## src/hw/rtl/npe_pkg.sv

```systemverilog
// Shared types, constants and helper functions for the NMEA position extractor.
// Used by every module of the block; depends on nothing else.
`default_nettype none

package npe_pkg;

   // Default number of characters buffered for each value field.
   localparam int DEFAULT_FIELD_CHARS = 16;

   // Length counters must hold any field size up to the largest supported buffer.
   localparam int LEN_W = 5;

   // Depth of the command queue between the front and back parts.
   localparam int QUEUE_DEPTH = 2;

   // Configuration port.
   localparam int CSR_INDEX_W = 1;
   localparam int CSR_DATA_W  = 4;
   localparam logic [CSR_INDEX_W-1:0] REG_LATITUDE_FIELD  = 1'd0;
   localparam logic [CSR_INDEX_W-1:0] REG_LONGITUDE_FIELD = 1'd1;

   localparam logic [CSR_DATA_W-1:0] RESET_LATITUDE_FIELD  = 4'd2;
   localparam logic [CSR_DATA_W-1:0] RESET_LONGITUDE_FIELD = 4'd4;
   localparam logic [CSR_DATA_W-1:0] FIELD_INDEX_MAX       = 4'd15;

   // Framing characters.
   localparam logic [7:0] CHAR_DOLLAR = 8'h24;
   localparam logic [7:0] CHAR_STAR   = 8'h2A;
   localparam logic [7:0] CHAR_COMMA  = 8'h2C;
   localparam logic [7:0] CHAR_ZERO   = 8'h30;
   localparam logic [7:0] CHAR_NINE   = 8'h39;
   localparam logic [7:0] CHAR_UC_A   = 8'h41;
   localparam logic [7:0] CHAR_UC_F   = 8'h46;
   localparam logic [7:0] CHAR_LC_A   = 8'h61;
   localparam logic [7:0] CHAR_LC_F   = 8'h66;

   // Result field kinds.
   localparam logic [1:0] KIND_LAT_CHAR = 2'd0;
   localparam logic [1:0] KIND_LAT_HEMI = 2'd1;
   localparam logic [1:0] KIND_LON_CHAR = 2'd2;
   localparam logic [1:0] KIND_LON_HEMI = 2'd3;

   // Result status codes.
   localparam logic [1:0] STATUS_OK       = 2'd0;
   localparam logic [1:0] STATUS_CHECKSUM = 2'd1;
   localparam logic [1:0] STATUS_OVERFLOW = 2'd2;

   // One finished sentence, as handed from the front part to the back part.
   typedef struct packed {
      logic             is_run;
      logic [1:0]       status;
      logic [LEN_W-1:0] lat_len;
      logic [LEN_W-1:0] lon_len;
      logic [7:0]       lat_hemi;
      logic [7:0]       lon_hemi;
   } cmd_type;

   typedef struct packed {
      logic       ok;
      logic [3:0] value;
   } hex_type;

   // Decodes one hex digit in either case. Digits and letters share the low
   // nibble pattern, letters just sit nine above it.
   function automatic hex_type hex_decode(input logic [7:0] c);
      hex_type h;
      h.ok    = 1'b0;
      h.value = c[3:0];
      if (c inside {[CHAR_ZERO:CHAR_NINE]}) begin
         h.ok = 1'b1;
      end else if (c inside {[CHAR_UC_A:CHAR_UC_F], [CHAR_LC_A:CHAR_LC_F]}) begin
         h.ok    = 1'b1;
         h.value = c[3:0] + 4'd9;
      end
      return h;
   endfunction

endpackage

`default_nettype wire

```

## src/hw/rtl/npe_front.sv

```systemverilog
// Front part of the NMEA position extractor: byte parser, configuration
// registers and the two value buffers. Depends on npe_pkg.
`default_nettype none

module npe_front #(
   parameter int FIELD_CHARS = npe_pkg::DEFAULT_FIELD_CHARS,
   localparam int IDX_W = $clog2(FIELD_CHARS)
) (
   input  logic                                clock,
   input  logic                                reset,
   input  logic                                req_valid,
   input  logic [7:0]                          req_rx_byte,
   output logic                                req_stall,
   input  logic                                csr_write_enable,
   input  logic [npe_pkg::CSR_INDEX_W-1:0]     csr_index,
   input  logic [npe_pkg::CSR_DATA_W-1:0]      csr_write_data,
   input  logic                                queue_full,
   output logic                                push,
   output npe_pkg::cmd_type                    push_cmd,
   input  logic                                run_done,
   input  logic [IDX_W-1:0]                    rd_idx,
   output logic [7:0]                          lat_rd_char,
   output logic [7:0]                          lon_rd_char
);
   import npe_pkg::*;

   localparam logic [1:0] PH_BODY = 2'd0;
   localparam logic [1:0] PH_HIGH = 2'd1;
   localparam logic [1:0] PH_LOW  = 2'd2;

   localparam logic [LEN_W-1:0] FULL_LEN = LEN_W'(FIELD_CHARS);

   logic [CSR_DATA_W-1:0] lat_field_ff, lat_field_in;
   logic [CSR_DATA_W-1:0] lon_field_ff, lon_field_in;
   logic                  in_sentence_ff, in_sentence_in;
   logic [1:0]            phase_ff, phase_in;
   logic [7:0]            xor_ff, xor_in;
   logic [3:0]            nibble_ff, nibble_in;
   logic [3:0]            field_idx_ff, field_idx_in;
   logic [LEN_W-1:0]      lat_len_ff, lat_len_in;
   logic [LEN_W-1:0]      lon_len_ff, lon_len_in;
   logic [7:0]            lat_hemi_ff, lat_hemi_in;
   logic [7:0]            lon_hemi_ff, lon_hemi_in;
   logic [1:0]            err_ff, err_in;
   logic                  run_busy_ff, run_busy_in;
   logic [7:0]            lat_chars_ff [FIELD_CHARS];
   logic [7:0]            lon_chars_ff [FIELD_CHARS];

   logic    accept;
   logic    lat_wr;
   logic    lon_wr;
   hex_type hex;
   logic [7:0] rx;

   assign req_stall   = queue_full | run_busy_ff;
   assign accept      = req_valid & ~req_stall;
   assign rx          = req_rx_byte;
   assign hex         = hex_decode(rx);
   assign lat_rd_char = lat_chars_ff[rd_idx];
   assign lon_rd_char = lon_chars_ff[rd_idx];

   always_comb begin
      lat_field_in   = lat_field_ff;
      lon_field_in   = lon_field_ff;
      in_sentence_in = in_sentence_ff;
      phase_in       = phase_ff;
      xor_in         = xor_ff;
      nibble_in      = nibble_ff;
      field_idx_in   = field_idx_ff;
      lat_len_in     = lat_len_ff;
      lon_len_in     = lon_len_ff;
      lat_hemi_in    = lat_hemi_ff;
      lon_hemi_in    = lon_hemi_ff;
      err_in         = err_ff;
      run_busy_in    = run_busy_ff;
      lat_wr         = 1'b0;
      lon_wr         = 1'b0;
      push           = 1'b0;
      push_cmd.is_run   = 1'b0;
      push_cmd.status   = STATUS_CHECKSUM;
      push_cmd.lat_len  = lat_len_ff;
      push_cmd.lon_len  = lon_len_ff;
      push_cmd.lat_hemi = lat_hemi_ff;
      push_cmd.lon_hemi = lon_hemi_ff;

      if (csr_write_enable) begin
         case (csr_index)
            REG_LATITUDE_FIELD:  lat_field_in = csr_write_data;
            REG_LONGITUDE_FIELD: lon_field_in = csr_write_data;
            default: ;
         endcase
      end

      if (run_done) begin
         run_busy_in = 1'b0;
      end

      if (accept) begin
         if (rx == CHAR_DOLLAR) begin
            in_sentence_in = 1'b1;
            phase_in       = PH_BODY;
            xor_in         = '0;
            nibble_in      = '0;
            field_idx_in   = '0;
            lat_len_in     = '0;
            lon_len_in     = '0;
            lat_hemi_in    = '0;
            lon_hemi_in    = '0;
            err_in         = '0;
         end else if (in_sentence_ff) begin
            case (phase_ff)
               PH_BODY: begin
                  if (rx == CHAR_STAR) begin
                     phase_in = PH_HIGH;
                  end else begin
                     xor_in = xor_ff ^ rx;
                     if (rx == CHAR_COMMA) begin
                        if (field_idx_ff != FIELD_INDEX_MAX) begin
                           field_idx_in = field_idx_ff + 4'd1;
                        end
                     end else begin
                        if (field_idx_ff == lat_field_ff) begin
                           if (lat_len_ff < FULL_LEN) begin
                              lat_wr     = 1'b1;
                              lat_len_in = lat_len_ff + 1'b1;
                           end else begin
                              err_in[0] = 1'b1;
                           end
                        end
                        // The hemisphere field number can be 16, which no
                        // saturated field count ever reaches.
                        if ({1'b0, field_idx_ff} == {1'b0, lat_field_ff} + 5'd1) begin
                           lat_hemi_in = rx;
                        end
                        if (field_idx_ff == lon_field_ff) begin
                           if (lon_len_ff < FULL_LEN) begin
                              lon_wr     = 1'b1;
                              lon_len_in = lon_len_ff + 1'b1;
                           end else begin
                              err_in[1] = 1'b1;
                           end
                        end
                        if ({1'b0, field_idx_ff} == {1'b0, lon_field_ff} + 5'd1) begin
                           lon_hemi_in = rx;
                        end
                     end
                  end
               end
               PH_HIGH: begin
                  if (hex.ok) begin
                     nibble_in = hex.value;
                     phase_in  = PH_LOW;
                  end else begin
                     in_sentence_in = 1'b0;
                     phase_in       = PH_BODY;
                     push           = 1'b1;
                  end
               end
               PH_LOW: begin
                  in_sentence_in = 1'b0;
                  phase_in       = PH_BODY;
                  push           = 1'b1;
                  if (!hex.ok || {nibble_ff, hex.value} != xor_ff) begin
                     push_cmd.status = STATUS_CHECKSUM;
                  end else if (err_ff != 2'b00) begin
                     push_cmd.status = STATUS_OVERFLOW;
                  end else begin
                     push_cmd.is_run = 1'b1;
                     push_cmd.status = STATUS_OK;
                     run_busy_in     = 1'b1;
                  end
               end
               default: phase_in = PH_BODY;
            endcase
         end
      end
   end

   always_ff @(posedge clock) begin
      if (reset) begin
         lat_field_ff   <= RESET_LATITUDE_FIELD;
         lon_field_ff   <= RESET_LONGITUDE_FIELD;
         in_sentence_ff <= 1'b0;
         phase_ff       <= PH_BODY;
         xor_ff         <= '0;
         nibble_ff      <= '0;
         field_idx_ff   <= '0;
         lat_len_ff     <= '0;
         lon_len_ff     <= '0;
         lat_hemi_ff    <= '0;
         lon_hemi_ff    <= '0;
         err_ff         <= '0;
         run_busy_ff    <= 1'b0;
      end else begin
         lat_field_ff   <= lat_field_in;
         lon_field_ff   <= lon_field_in;
         in_sentence_ff <= in_sentence_in;
         phase_ff       <= phase_in;
         xor_ff         <= xor_in;
         nibble_ff      <= nibble_in;
         field_idx_ff   <= field_idx_in;
         lat_len_ff     <= lat_len_in;
         lon_len_ff     <= lon_len_in;
         lat_hemi_ff    <= lat_hemi_in;
         lon_hemi_ff    <= lon_hemi_in;
         err_ff         <= err_in;
         run_busy_ff    <= run_busy_in;
      end
   end

   always_ff @(posedge clock) begin
      if (lat_wr) begin
         lat_chars_ff[lat_len_ff[IDX_W-1:0]] <= rx;
      end
      if (lon_wr) begin
         lon_chars_ff[lon_len_ff[IDX_W-1:0]] <= rx;
      end
   end

endmodule

`default_nettype wire

```

## src/hw/rtl/npe_queue.sv

```systemverilog
// Small command queue between the parser and the result sequencer.
// Depends on npe_pkg for the command type.
`default_nettype none

module npe_queue #(
   parameter int DEPTH = npe_pkg::QUEUE_DEPTH,
   localparam int PTR_W = (DEPTH > 1) ? $clog2(DEPTH) : 1,
   localparam int CNT_W = $clog2(DEPTH + 1)
) (
   input  logic             clock,
   input  logic             reset,
   input  logic             push,
   input  npe_pkg::cmd_type push_cmd,
   input  logic             pop,
   output npe_pkg::cmd_type head,
   output logic             full,
   output logic             empty
);
   import npe_pkg::*;

   localparam logic [PTR_W-1:0] LAST_PTR = PTR_W'(DEPTH - 1);
   localparam logic [CNT_W-1:0] FULL_CNT = CNT_W'(DEPTH);

   cmd_type          slots_ff [DEPTH];
   logic [PTR_W-1:0] wr_ptr_ff, wr_ptr_in;
   logic [PTR_W-1:0] rd_ptr_ff, rd_ptr_in;
   logic [CNT_W-1:0] count_ff, count_in;

   assign full  = (count_ff == FULL_CNT);
   assign empty = (count_ff == '0);
   assign head  = slots_ff[rd_ptr_ff];

   always_comb begin
      wr_ptr_in = wr_ptr_ff;
      rd_ptr_in = rd_ptr_ff;
      count_in  = count_ff;
      if (push) begin
         wr_ptr_in = (wr_ptr_ff == LAST_PTR) ? '0 : wr_ptr_ff + 1'b1;
      end
      if (pop) begin
         rd_ptr_in = (rd_ptr_ff == LAST_PTR) ? '0 : rd_ptr_ff + 1'b1;
      end
      if (push && !pop) begin
         count_in = count_ff + 1'b1;
      end else if (pop && !push) begin
         count_in = count_ff - 1'b1;
      end
   end

   always_ff @(posedge clock) begin
      if (reset) begin
         wr_ptr_ff <= '0;
         rd_ptr_ff <= '0;
         count_ff  <= '0;
      end else begin
         wr_ptr_ff <= wr_ptr_in;
         rd_ptr_ff <= rd_ptr_in;
         count_ff  <= count_in;
      end
   end

   always_ff @(posedge clock) begin
      if (push) begin
         slots_ff[wr_ptr_ff] <= push_cmd;
      end
   end

endmodule

`default_nettype wire

```

## src/hw/rtl/npe_back.sv

```systemverilog
// Back part of the NMEA position extractor: turns queued commands into result
// words through a registered output stage. Depends on npe_pkg.
`default_nettype none

module npe_back #(
   parameter int FIELD_CHARS = npe_pkg::DEFAULT_FIELD_CHARS,
   localparam int IDX_W = $clog2(FIELD_CHARS)
) (
   input  logic             clock,
   input  logic             reset,
   input  logic             queue_empty,
   input  npe_pkg::cmd_type queue_head,
   output logic             pop,
   output logic             run_done,
   output logic [IDX_W-1:0] rd_idx,
   input  logic [7:0]       lat_rd_char,
   input  logic [7:0]       lon_rd_char,
   output logic             rsp_valid,
   input  logic             rsp_stall,
   output logic [1:0]       rsp_field_kind,
   output logic [7:0]       rsp_character,
   output logic [1:0]       rsp_status,
   output logic             rsp_last
);
   import npe_pkg::*;

   localparam logic [2:0] SEQ_IDLE = 3'd0;
   localparam logic [2:0] SEQ_LAT  = 3'd1;
   localparam logic [2:0] SEQ_LATH = 3'd2;
   localparam logic [2:0] SEQ_LON  = 3'd3;
   localparam logic [2:0] SEQ_LONH = 3'd4;

   logic [2:0]       state_ff, state_in;
   logic [IDX_W-1:0] idx_ff, idx_in;
   cmd_type          cmd_ff, cmd_in;
   logic             valid_ff, valid_in;
   logic [1:0]       kind_ff, kind_in;
   logic [7:0]       char_ff, char_in;
   logic [1:0]       status_ff, status_in;
   logic             last_ff, last_in;

   logic             load;
   logic [LEN_W-1:0] idx_next;

   assign load     = ~valid_ff | ~rsp_stall;
   assign idx_next = LEN_W'(idx_ff) + 1'b1;
   assign rd_idx   = idx_ff;

   assign rsp_valid      = valid_ff;
   assign rsp_field_kind = kind_ff;
   assign rsp_character  = char_ff;
   assign rsp_status     = status_ff;
   assign rsp_last       = last_ff;

   always_comb begin
      state_in  = state_ff;
      idx_in    = idx_ff;
      cmd_in    = cmd_ff;
      valid_in  = valid_ff;
      kind_in   = kind_ff;
      char_in   = char_ff;
      status_in = status_ff;
      last_in   = last_ff;
      pop       = 1'b0;
      run_done  = 1'b0;

      if (load) begin
         valid_in  = 1'b0;
         status_in = STATUS_OK;
         last_in   = 1'b0;
         case (state_ff)
            SEQ_IDLE: begin
               if (!queue_empty) begin
                  pop = 1'b1;
                  if (queue_head.is_run) begin
                     cmd_in   = queue_head;
                     idx_in   = '0;
                     state_in = (queue_head.lat_len != '0) ? SEQ_LAT : SEQ_LATH;
                  end else begin
                     valid_in  = 1'b1;
                     kind_in   = KIND_LAT_CHAR;
                     char_in   = '0;
                     status_in = queue_head.status;
                     last_in   = 1'b1;
                  end
               end
            end
            SEQ_LAT: begin
               valid_in = 1'b1;
               kind_in  = KIND_LAT_CHAR;
               char_in  = lat_rd_char;
               if (idx_next == cmd_ff.lat_len) begin
                  idx_in   = '0;
                  state_in = SEQ_LATH;
               end else begin
                  idx_in = idx_ff + 1'b1;
               end
            end
            SEQ_LATH: begin
               valid_in = 1'b1;
               kind_in  = KIND_LAT_HEMI;
               char_in  = cmd_ff.lat_hemi;
               state_in = (cmd_ff.lon_len != '0) ? SEQ_LON : SEQ_LONH;
            end
            SEQ_LON: begin
               valid_in = 1'b1;
               kind_in  = KIND_LON_CHAR;
               char_in  = lon_rd_char;
               if (idx_next == cmd_ff.lon_len) begin
                  idx_in   = '0;
                  state_in = SEQ_LONH;
               end else begin
                  idx_in = idx_ff + 1'b1;
               end
            end
            SEQ_LONH: begin
               valid_in = 1'b1;
               kind_in  = KIND_LON_HEMI;
               char_in  = cmd_ff.lon_hemi;
               last_in  = 1'b1;
               run_done = 1'b1;
               state_in = SEQ_IDLE;
            end
            default: state_in = SEQ_IDLE;
         endcase
      end
   end

   always_ff @(posedge clock) begin
      if (reset) begin
         state_ff <= SEQ_IDLE;
         idx_ff   <= '0;
         valid_ff <= 1'b0;
      end else begin
         state_ff <= state_in;
         idx_ff   <= idx_in;
         valid_ff <= valid_in;
      end
   end

   always_ff @(posedge clock) begin
      cmd_ff    <= cmd_in;
      kind_ff   <= kind_in;
      char_ff   <= char_in;
      status_ff <= status_in;
      last_ff   <= last_in;
   end

endmodule

`default_nettype wire

```

## src/hw/rtl/nmea_position_extractor_core.sv

```systemverilog
// NMEA position extractor: parses a GPS byte stream and returns latitude and
// longitude text. Top level; instantiates npe_front, npe_queue and npe_back.
//
// Usage:
//   Received bytes enter on the req_ channel, one word per byte. A '$' opens a
//   sentence; bytes up to '*' are checksummed and split at commas, and the
//   configured latitude and longitude fields (plus the hemisphere field after
//   each) are buffered. The two hex digits after '*' close the sentence.
//   Results leave on the rsp_ channel. A good sentence yields a run of words:
//   latitude characters, latitude hemisphere, longitude characters, longitude
//   hemisphere, with rsp_last on the final one. A checksum mismatch, a bad hex
//   digit or an overflowing field yields a single status word instead.
//   The csr_ port selects the two field numbers; write it only while idle.
// Timing:
//   Bytes are taken one per cycle while req_stall is low. A status word passes
//   through the command queue and the output register; the first word of a run
//   passes through the command queue, the sequencer state register and the output
//   register. The input stalls from the byte that ends a good sentence until its
//   run is done, because the run reads the field buffers that the next sentence would overwrite.
// Reset and stalls:
//   Reset clears the parser, the command queue and the output register, and
//   restores the default field numbers. When the receiver stalls, the output
//   word holds; the parser keeps taking bytes until the command queue fills or a run holds the input.
`default_nettype none

module nmea_position_extractor_core #(
   parameter int FIELD_CHARS = npe_pkg::DEFAULT_FIELD_CHARS
) (
   input  logic                            clock,
   input  logic                            reset,
   input  logic                            req_valid,
   output logic                            req_stall,
   input  logic [7:0]                      req_rx_byte,
   output logic                            rsp_valid,
   input  logic                            rsp_stall,
   output logic [1:0]                      rsp_field_kind,
   output logic [7:0]                      rsp_character,
   output logic [1:0]                      rsp_status,
   output logic                            rsp_last,
   input  logic                            csr_write_enable,
   input  logic [npe_pkg::CSR_INDEX_W-1:0] csr_index,
   input  logic [npe_pkg::CSR_DATA_W-1:0]  csr_write_data
);
   import npe_pkg::*;

   localparam int IDX_W = $clog2(FIELD_CHARS);

   // Parser to queue.
   logic    push;
   cmd_type push_cmd;

   // Queue to sequencer.
   logic    queue_full;
   logic    queue_empty;
   logic    pop;
   cmd_type queue_head;

   // Sequencer back to the parser: buffer read and end of run.
   logic             run_done;
   logic [IDX_W-1:0] rd_idx;
   logic [7:0]       lat_rd_char;
   logic [7:0]       lon_rd_char;

   npe_front #(
      .FIELD_CHARS(FIELD_CHARS)
   ) u_front (
      .clock            (clock),
      .reset            (reset),
      .req_valid        (req_valid),
      .req_rx_byte      (req_rx_byte),
      .req_stall        (req_stall),
      .csr_write_enable (csr_write_enable),
      .csr_index        (csr_index),
      .csr_write_data   (csr_write_data),
      .queue_full       (queue_full),
      .push             (push),
      .push_cmd         (push_cmd),
      .run_done         (run_done),
      .rd_idx           (rd_idx),
      .lat_rd_char      (lat_rd_char),
      .lon_rd_char      (lon_rd_char)
   );

   npe_queue #(
      .DEPTH(QUEUE_DEPTH)
   ) u_queue (
      .clock    (clock),
      .reset    (reset),
      .push     (push),
      .push_cmd (push_cmd),
      .pop      (pop),
      .head     (queue_head),
      .full     (queue_full),
      .empty    (queue_empty)
   );

   npe_back #(
      .FIELD_CHARS(FIELD_CHARS)
   ) u_back (
      .clock          (clock),
      .reset          (reset),
      .queue_empty    (queue_empty),
      .queue_head     (queue_head),
      .pop            (pop),
      .run_done       (run_done),
      .rd_idx         (rd_idx),
      .lat_rd_char    (lat_rd_char),
      .lon_rd_char    (lon_rd_char),
      .rsp_valid      (rsp_valid),
      .rsp_stall      (rsp_stall),
      .rsp_field_kind (rsp_field_kind),
      .rsp_character  (rsp_character),
      .rsp_status     (rsp_status),
      .rsp_last       (rsp_last)
   );

endmodule

`default_nettype wire

```

## config.mk

```make
export PLATFORM = sky130hd
export DESIGN_NAME = nmea_position_extractor_core
export DESIGN_NICKNAME = d
export VERILOG_FILES = /design/src/hw/rtl/npe_pkg.sv /design/src/hw/rtl/npe_front.sv /design/src/hw/rtl/npe_queue.sv /design/src/hw/rtl/npe_back.sv /design/src/hw/rtl/nmea_position_extractor_core.sv
export SDC_FILE = /design/constraint.sdc
export NUM_CORES = 1
export LEC_CHECK = 0
export BUFFER_PORTS_ARGS = -buffer_cell sky130_fd_sc_hd__buf_4
export CORE_MARGIN = 3
export CORE_UTILIZATION = 30
export CTS_CLUSTER_SIZE = 10
export DETAILED_ROUTE_END_ITERATION = 6
export GPL_ROUTABILITY_DRIVEN = 0
export PLACE_DENSITY = 0.45
export SYNTH_ARGS = -nofsm -noshare
export SYNTH_HDL_FRONTEND = slang
export SYNTH_SLANG_ARGS = --single-unit
```

## constraint.sdc

```tcl
create_clock -name clock -period 3.3 [get_ports clock]
set_input_delay 0 -clock clock [delete_from_list [all_inputs] [get_ports clock]]
set_output_delay 0 -clock clock [all_outputs]
set_load 0.05 [all_outputs]
```

# [Word-level counts from Yosys, hierarchy flattened]
# Memory sizes are Yosys's and may differ from the RTL's. A register that Yosys moved wholly into a read port is not among the register bits.
# Index checks and enable logic that the tools add are counted.
[word_totals] reg_bits=107 ramBits=314 out_inout_bits=15 elab_cells=278 n_memories=3
[memory_table] name="u_front.lat_chars_ff" depth=16 width=8 rd=1 rd_clocked_by_memory_dff=1 wr=1 line="npe_front.sv:46" rtl="logic [7:0] lat_chars_ff [FIELD_CHARS];"
[memory_table] name="u_front.lon_chars_ff" depth=16 width=8 rd=1 rd_clocked_by_memory_dff=1 wr=1 line="npe_front.sv:47" rtl="logic [7:0] lon_chars_ff [FIELD_CHARS];"
[memory_table] name="u_queue.slots_ff" depth=2 width=29 rd=1 rd_clocked_by_memory_dff=1 wr=1 line="npe_queue.sv:24" rtl="cmd_type slots_ff [DEPTH];"
[classes] add_sub_neg=12 order_cmp=8 n_eq_ne=28 n_mux=140 bitwise=10 n_reduce_logical=49
[op_table] op="$mux W8" n=18
[op_table] op="$mux W4" n=19
[op_table] op="$mux W5" n=15
[op_table] op="$mux W1" n=54
[op_table] op="$pmux W8 S5" n=1
[op_table] op="$mux W2" n=16
[op_table] op="$reduce_bool A2 Y1" n=15
[op_table] op="$reduce_and A7 Y1" n=4
[op_table] op="$mux W3" n=9
[op_table] op="$eq A8 B6 Y1 const B" n=3
[op_table] op="$reduce_and A4 Y1" n=5
[op_table] op="$reduce_and A6 Y1" n=3
[op_table] op="$ge A8 B7 Y1 const B" n=2
[op_table] op="$le A8 B7 Y1 const B" n=2
[op_table] op="$add A4 B1 Y5 const B" n=3
[op_table] op="$reduce_bool A5 Y1" n=3
[op_table] op="$ne A2 B1 Y1 const B" n=6
[op_table] op="$pmux W3 S4" n=1
[op_table] op="$pmux W4 S3" n=1
[op_table] op="$add A5 B1 Y5 const B" n=2
[op_table] op="$eq A4 B5 Y1" n=2
[op_table] op="$eq A5 B5 Y1" n=2
[op_table] op="$lt A5 B5 Y1 const B" n=2
[op_table] op="$pmux W2 S5" n=1
[op_table] op="other kinds (34)" n=58

# [Logic depth before layout (Yosys ltp)]
# Gate-level depths: netlist of the first run.
[logic_depth] ltp_word=14 mapped_depth=12

# [Modules after synthesis]
# Synthesis of the first run repeated with hierarchy kept, for this count alone.
[hier_totals] cells_unflattened=1051 area_unflattened_um2=17479.3
[modules_own_cells] module="npe_front" n_inst=1 cells_per_inst=765 area_per_inst_um2=12922.4 seq_area_each_um2=8808.4
[modules_own_cells] module="npe_queue" n_inst=1 cells_per_inst=112 area_per_inst_um2=2297.2 seq_area_each_um2=1841.8
[modules_own_cells] module="npe_back" n_inst=1 cells_per_inst=174 area_per_inst_um2=2259.7 seq_area_each_um2=1331.3

# [Worst setup path before layout of the first run]
# Ideal clock, no wire load.
[synth_timing] kind="input to register" start="input port req_rx_byte[0]" end="memory u_queue.slots_ff[0][0] (netlist bit), enable pin" arrival_time_ns=3.074 t_required_ns=2.882 slack_ns=-0.192 path_stages=8 n_path_buf=1 path_cell_list="clkbuf_1 -> inv_1 -> ha_1 -> and2_1 -> o311ai_2 -> a31oi_1 -> nor3b_1 -> nor2b_1"
[synth_via] elab_chain_len=12
[synth_lines] item="from (decl)" line="nmea_position_extractor_core.sv:33" rtl="input logic [7:0] req_rx_byte,"
[synth_lines] item="$ge A8 B7 Y1 or $le A8 B7 Y1 (tied branches)" line="npe_pkg.sv:71" rtl="end else if (c inside {[CHAR_UC_A:CHAR_UC_F], [CHAR_LC_A:CHAR_LC_F]}) begin"
[synth_lines] item="$logic_and A1 B1 Y1" line="npe_pkg.sv:71"
[synth_lines] item="$reduce_bool A2 Y1" line="npe_pkg.sv:71"
[synth_lines] item="$mux W5" line="npe_pkg.sv:71"
[synth_lines] item="$mux W1" line="npe_pkg.sv:69" rtl="if (c inside {[CHAR_ZERO:CHAR_NINE]}) begin"
[synth_lines] item="$mux W1" line="npe_front.sv:150" rtl="if (hex.ok) begin"
[synth_lines] item="$pmux W1 S2" line="npe_front.sv:111" rtl="case (phase_ff)"
[synth_lines] item="$mux W1" line="npe_front.sv:110" rtl="end else if (in_sentence_ff) begin"
[synth_lines] item="$mux W1 *" line="npe_front.sv:99" rtl="if (rx == CHAR_DOLLAR) begin"
[synth_lines] item="$mux W1 *" line="npe_front.sv:98" rtl="if (accept) begin"
[synth_lines] item="named net push" line="nmea_position_extractor_core.sv:49" rtl="logic push;"
[synth_lines] item="$mux W1 *" line="npe_queue.sv:63" rtl="if (push) begin"
[synth_lines] item="$mux W1 (implied by the code) *" line="npe_queue.sv:64" rtl="slots_ff[wr_ptr_ff] <= push_cmd;"
[synth_lines] item="to (decl)" line="npe_queue.sv:24"
# The timed path passes the listed nets; every way through them passes the cells marked *.

# [Worst setup path after layout of the first run]
[layout_timing] start="input port req_rx_byte[1]" end="memory u_queue.slots_ff[0][18] (netlist bit), enable pin"
# The elaborated chain is that of the path after synthesis.

==> flow_summary_export.csv, run 1 <==
group,metric,value,unit
floorplanning,dieWidth,247.3,um
grt,grt_pass1_wl,65830,um
synth,synthArstFlopShare,0,
setup_path,crit_fanout,29,
sta,relSlewSlack,0.4661,
sta,worst-slew-pin-transition,792.5,ps
sta,setup_viol,0,
sta,skew,21.62,ps
synth,synth_compound_area_frac,0.04720,
pwr,ir_worst_vdd,0.3168,mV
sta,final_max_slew_viol_count,0,
synth,synth-main-ff-cell,"edfxtp_1",
synth,synth-edff-count,353,
floorplanning,initial_core_util,0.3062,
final_layout,num_antenna_cells,0,
final_layout,layout_common_cells,"353 x edfxtp_1, 99 x buf_4, 80 x mux4_2",
synth,synth-xor-area-share,0.02357,
sta,hold_violations,0,
grt,grt_max_degree,61,
routing,ant_nets,0,
floorplanning,dieArea,61160,um2
synth,syn_area,17470,um2
routing,first_pass_iters,5,
grt,grt_pass1_vias,9915,
clock_network,cts_root_buffer,"clkbuf_16",
setup_path,end_kind,"register",
clock_network,cts_sinks,426,
clock_network,cts_setup_buffers,0,
synth,syn_area_per_cell,16.25,um2
placement,port_buffers,32,
grt,grt_antenna_before_repair,3,
clock_network,worstSkewPairLatency,590,ps
placement,hpwl,29600,um
synth,synth_top_area_share,0.6068,
synth,yosysTopAreaCell,"edfxtp_1",
grt,grt_overflow,0,
final_layout,fin_area,20710,um2
final_layout,final_common_cell,"edfxtp_1",
routing,drc,0,
final_layout,area_growth,18.59,%
synth,synth_top_family_by_area,"multiplexers",
sta,fin_tns_setup,0,ps
sta,period_share,0.8736,
synth,yosys.area_share.simple,0.07507,
clock_network,cts_made_buffers,50,
synth,yosysSeqAreaShare,0.6905,
flow_run,max_cap_viol_count,0,
routing,vias,9646,
floorplanning,die_y,247.3,um
final_layout,finalNetCount,1241,
clock_network,path_clk_slew,50,ps
outcome,outcome,"finished, final reports clean",
synth,syn_nets,1114,
floorplanning,core_area,57040,um2
synth,ys_warn_count,0,
routing,routed_wirelength,44270,um
clock_network,cts_buffer_depth,3,
synth,synthTopCellsByArea,"edfxtp_1 61%, mux4_2 10%, dfxtp_1 8.4%, mux2_2 1.9%, nor2_1 1.6%",
sta,period_needed,2883,ps
floorplanning,ioPinCount,33,
routing,wl_per_cell,22.21,um
routing,via_per_inst,4.840,
clock_network,cts_tree,"done",
pwr,power_density,527.2,nW/um2
grt,grt_usage,0.1469,
setup_path,critPathLaunchType,"primary input",
routing,drt-initial-drc-count,668,
placement,post_dp_cell_area,19030,um2
synth,synthCells,1075,
setup_path,critPathKind,"primary input to register",
final_layout,nFillCells,5429,
hold_path,hp-class,"primary input to register",
final_layout,drive_above_1_share,0.2336,
pwr,p_leak,6.673,nW
setup_path,crit_arrival,3100,ps
sta,rsz0062_at_grt,"false",
synth,muxShareOfSynthArea,0.1316,
synth,yosys.area_share.adder,0.01504,
synth,ys_seq_elements,426,
clock_network,htree_levels,2,
setup_path,cp.required,3520,ps
floorplanning,fp-row-count,87,
sta,timing.fmax,346.9,MHz
synth,yosysUniqueCellTypes,59,
==> critical path, stage by stage <==
cell	delay [ps]
dlygate4sd3_1	590
buf_4	240
inv_1	120
ha_1	200
or3b_2	520
o311ai_2	190
a31oi_1	190
nor3b_2	410
nor2b_2	210
buf_4	390
==> sequential cells by signal, indices dropped and copies added (netlist names), 5 cells and up, named ones only <==
register              count
u_queue.slots_ff         58
u_front.lat_hemi_ff       8
u_front.lon_len_ff        5
u_front.lat_chars_ff    128
u_front.lon_chars_ff    128
u_back.cmd_ff            26
u_front.lat_len_ff        5
u_front.lon_hemi_ff       8
u_back.rsp_character      8
u_front.xor_ff            8
==> through the flow <==
stage / hold WS (ps) / std cells / utilization / setup slack, ps / power (mW)
global placement: 219.2 / 1880 / 0.3336 / 226.3 / 6.115
finish: 144.2 / 1993 / 0.3632 / 417.2 / 10.92
global route: 192.7 / 1993 / 0.3632 / 244.1 / 11.28
floorplan: 98.87 / 1075 / - / 331.4 / 5.991
CTS: 125.6 / 1993 / 0.3631 / 145.6 / 11.07
detailed placement: 220.9 / 1880 / 0.3336 / 179.0 / 6.117
==> kinds of logic after synthesis <==
family | after synthesis
xor+xnor | 47
simple gates | 257
buf+inv | 71
mux | 126
flops | 426
fa+ha+maj | 21
compound gates | 127
==> per-layer routing <==
layer | vias up | part of all wire | GRT usage
met4 | 0 | 0.022 | 0.04446
met3 | 71 | 0.040 | 0.02169
li1 | 4416 | - | -
met5 | - | 0 | 0
met2 | 201 | 0.46 | 0.2328
met1 | 4958 | 0.47 | 0.2096
==> Yosys cell counts (4+ instances only) <==
library cell and count:
a211oi_1 7, a21oi_1 31, a22oi_1 17, and2_1 7, buf_1 8, buf_2 13, clkbuf_1 31, dfxtp_1 73
edfxtp_1 353, ha_1 21, inv_1 16, mux2_2 29, mux2i_1 17, mux4_2 80, nand2_1 49, nand2b_1 23
nand3_1 15, nand3b_1 8, nand4_1 12, nor2_1 74, nor2b_1 20, nor3_1 16, o211ai_1 4, o21a_1 6
o21ai_0 35, o31ai_1 4, or3_1 9, or4_1 4, xnor2_1 17, xor2_1 30
==> worst paths after layout <==
path,startpoint,to,slack (ps),cells past startpoint
max reg2reg,register,u_back.rsp_character[0],450,6
min,req_valid,u_front.in_sentence_ff,140,5
max,req_rx_byte[1],u_queue.slots_ff[0][18],420,10
min reg2reg,u_front.lat_hemi_ff[4],u_queue.slots_ff[1][12],450,0
==> power by group <==
part	switching (mW)	total [mW]	internal (mW)
sequential	0.00823	5.81	5.80
combinational	0.147	0.221	0.0744
clock	2.09	4.89	2.80
total	2.25	10.9	8.67
==> area by class of cell <==
| cell class | instances | area (um2) | area share |
|---|---|---|---|
| multi-input combinational | 578 | 5119 | 0.2471 |
| clock buffer | 76 | 1349 | 0.06511 |
| clock inverter | 11 | 70.07 | 0.003382 |
| inverter | 16 | 60.06 | 0.002899 |
| timing repair buffer | 130 | 1104 | 0.05327 |
| sequential | 426 | 12070 | 0.5826 |
| tap | 756 | 945.9 | 0.04566 |
==> repair_timing <==
action,CTS,global route
hold buffers,26,0
endpoints found under the setup margin,0,29
endpoints found under the hold margin,173,0
gates resized for setup,0,1
Note: power is estimated with default switching activity, not from simulation.
==> run 2: changes to the inputs <==
--- a/config.mk
+++ b/config.mk
@@ -7,11 +7,11 @@
 export LEC_CHECK = 0
 export BUFFER_PORTS_ARGS = -buffer_cell sky130_fd_sc_hd__buf_4
 export CORE_MARGIN = 3
-export CORE_UTILIZATION = 30
+export CORE_UTILIZATION = 50
 export CTS_CLUSTER_SIZE = 10
 export DETAILED_ROUTE_END_ITERATION = 6
 export GPL_ROUTABILITY_DRIVEN = 0
-export PLACE_DENSITY = 0.45
+export PLACE_DENSITY = 0.67
 export SYNTH_ARGS = -nofsm -noshare
 export SYNTH_HDL_FRONTEND = slang
 export SYNTH_SLANG_ARGS = --single-unit
==> constraint.sdc (replaced) <==
create_clock -name clock -period 3.3 [get_ports clock]
set_input_delay 0 -clock clock [delete_from_list [all_inputs] [get_ports clock]]
set_output_delay 0 -clock clock [all_outputs]
set_load 0.01 [all_outputs]
==> flow_summary_export.csv, run 2 (same netlist as run 1, synthesis figures left out) <==
group,metric,value,unit
flow_run,max_cap_viol_count,0,
routing,drc,0,
grt,grt_pass1_vias,9410,
final_layout,seqCellArea,12070,um2
pwr,switching_share,0.1944,
outcome,outcome,"finished, final reports clean",
sta,timing.fmax,349.1,MHz
sta,setup_viol,0,
final_layout,drive_above_1_share,0.2266,
grt,grt_usage,0.2148,
clock_network,cts_buffer_depth,3,
clock_network,worstSkewPairLatency,550,ps
routing,ant_nets,0,
routing,routed_wirelength,38840,um
routing,wl_per_cell,23.19,um
grt,grt_max_degree,61,
clock_network,path_clk_slew,50,ps
setup_path,crit_arrival,3060,ps
floorplanning,dieWidth,192.9,um
setup_path,rr_worst_depth,5,
final_layout,finalNetCount,1234,
setup_path,cp.required,3500,ps
final_layout,area_growth,15.84,%
sta,final_max_slew_viol_count,0,
final_layout,final_common_cell,"edfxtp_1",
floorplanning,dieArea,37210,um2
floorplanning,die_y,192.9,um
routing,first_pass_iters,5,
pwr,p_leak,6.609,nW
grt,grt_antenna_before_repair,0,
routing,via_per_inst,5.764,
grt,grt_pass1_wl,58880,um
routing,drt-initial-drc-count,891,
sta,period_needed,2864,ps
clock_network,cts_tree,"done",
pwr,pwr-share-seq,0.540,
pwr,comb_power_share,0.020,
pwr,clkPwrFrac,0.440,
placement,port_buffers,32,
setup_path,crit_fanout,29,
setup_path,critPathKind,"primary input to register",
pwr,power,10.76,mW
clock_network,cts_resized,0,
sta,period_share,0.8680,
clock_network,cts_made_buffers,49,
setup_path,critPathLaunchType,"primary input",
pwr,power_switching,2.091,mW
hold_path,hold_path_depth,2,
sta,skew,13.10,ps
pwr,intPower,8.667,mW
final_layout,layout_common_cells,"353 x edfxtp_1, 96 x buf_4, 80 x mux4_2",
placement,pre_cts_ws,481.2,ps
floorplanning,initial_core_util,0.5145,
floorplanning,fp-row-count,67,
sta,fin_tns_setup,0,ps
pwr,power_density,531.7,nW/um2
grt,grt_overflow,0,
final_layout,multi_input_area,5114,um2
final_layout,num_antenna_cells,0,
sta,finalWorstSetupSlack,435.6,ps
clock_network,htree_levels,2,
pwr,ir_worst_vdd,0.3659,mV
final_layout,nFillCells,2507,
sta,hold_violations,0,
hold_path,hp-class,"primary input to register",
clock_network,cts_sinks,426,
sta,worst-slew-pin-transition,845.0,ps
floorplanning,core_area,33950,um2
setup_path,end_kind,"register",
sta,rsz0062_at_grt,"false",
clock_network,cts_root_buffer,"clkbuf_16",
sta,relSlewSlack,0.4307,
placement,hpwl,25570,um
routing,vias,9654,
floorplanning,ioPinCount,33,
[run 2: changes by cell type in the layout (fill, tap and decap cells not counted), sizes merged]
cell         change
inv              -2
dlygate4sd3      -2
clkinvlp         +1
buf              -4
clkbuf           +4
clkinv           -7
[run 2: cell type report]
type                       instances  share of cell area
sequential                       426              0.5964
multi-input combinational        578              0.2527
clock buffer                      80             0.06740
timing repair buffer             124             0.05145
tap                              448             0.02770
inverter                          16            0.002968
clock inverter                     3            0.001360
[run 2: worst paths after layout]
path         slack [ps]                    from                         end
max                 440          req_rx_byte[1]     u_queue.slots_ff[0][13]
min                  20          req_rx_byte[7]  u_front.lon_chars_ff[0][7]
max reg2reg         550                register     u_back.rsp_character[1]
min reg2reg         450  u_front.lat_hemi_ff[3]     u_queue.slots_ff[0][11]
[run 2: worst max-delay path, cell delays in order]
cell and delay (ps):
dlygate4sd3_1 520, buf_4 180, inv_1 120, ha_1 210, or3b_2 510, o311ai_2 100, a31oi_1 130, nor3b_1 630
nor2b_2 260, buf_4 370
[run 2: timing repair]
item | 4_1_cts | 5_1_grt
hold endpoints to repair | 122 | 0
hold buffers | 24 | 0
setup buffers | 0 | 0
[run 2: through the flow]
step / utilization / cells / area [um2] / hold slack [ps]
after floorplan: - / 1075 / 17470 / 98.87
after global placement: 0.5479 / 1568 / 18600 / 222.8
after detailed placement: 0.5479 / 1568 / 18600 / 222.7
after CTS: 0.5960 / 1675 / 20230 / 4.344
after global routing: 0.5960 / 1675 / 20230 / 16.65
final: 0.5960 / 1675 / 20230 / 23.11
[run 2: routing by layer]
layer	track usage	share of wire	wire, um	vias to the layer above
met5	0	0	0	-
met4	0.05730	0.022	844	0
met3	0.03506	0.055	2126	54
met2	0.3442	0.48	18690	258
met1	0.3107	0.44	17180	4931
li1	-	-	-	4411
[run 2: power groups by stage]
stage,clock (mW),combinational (mW),sequential (mW)
2_1_floorplan,0,0.0731,5.92
3_3_place_gp,0,0.189,5.92
3_5_place_dp,0,0.193,5.92
4_1_cts,4.83,0.216,5.81
5_1_grt,5.06,0.234,5.80
6_report,4.73,0.215,5.81
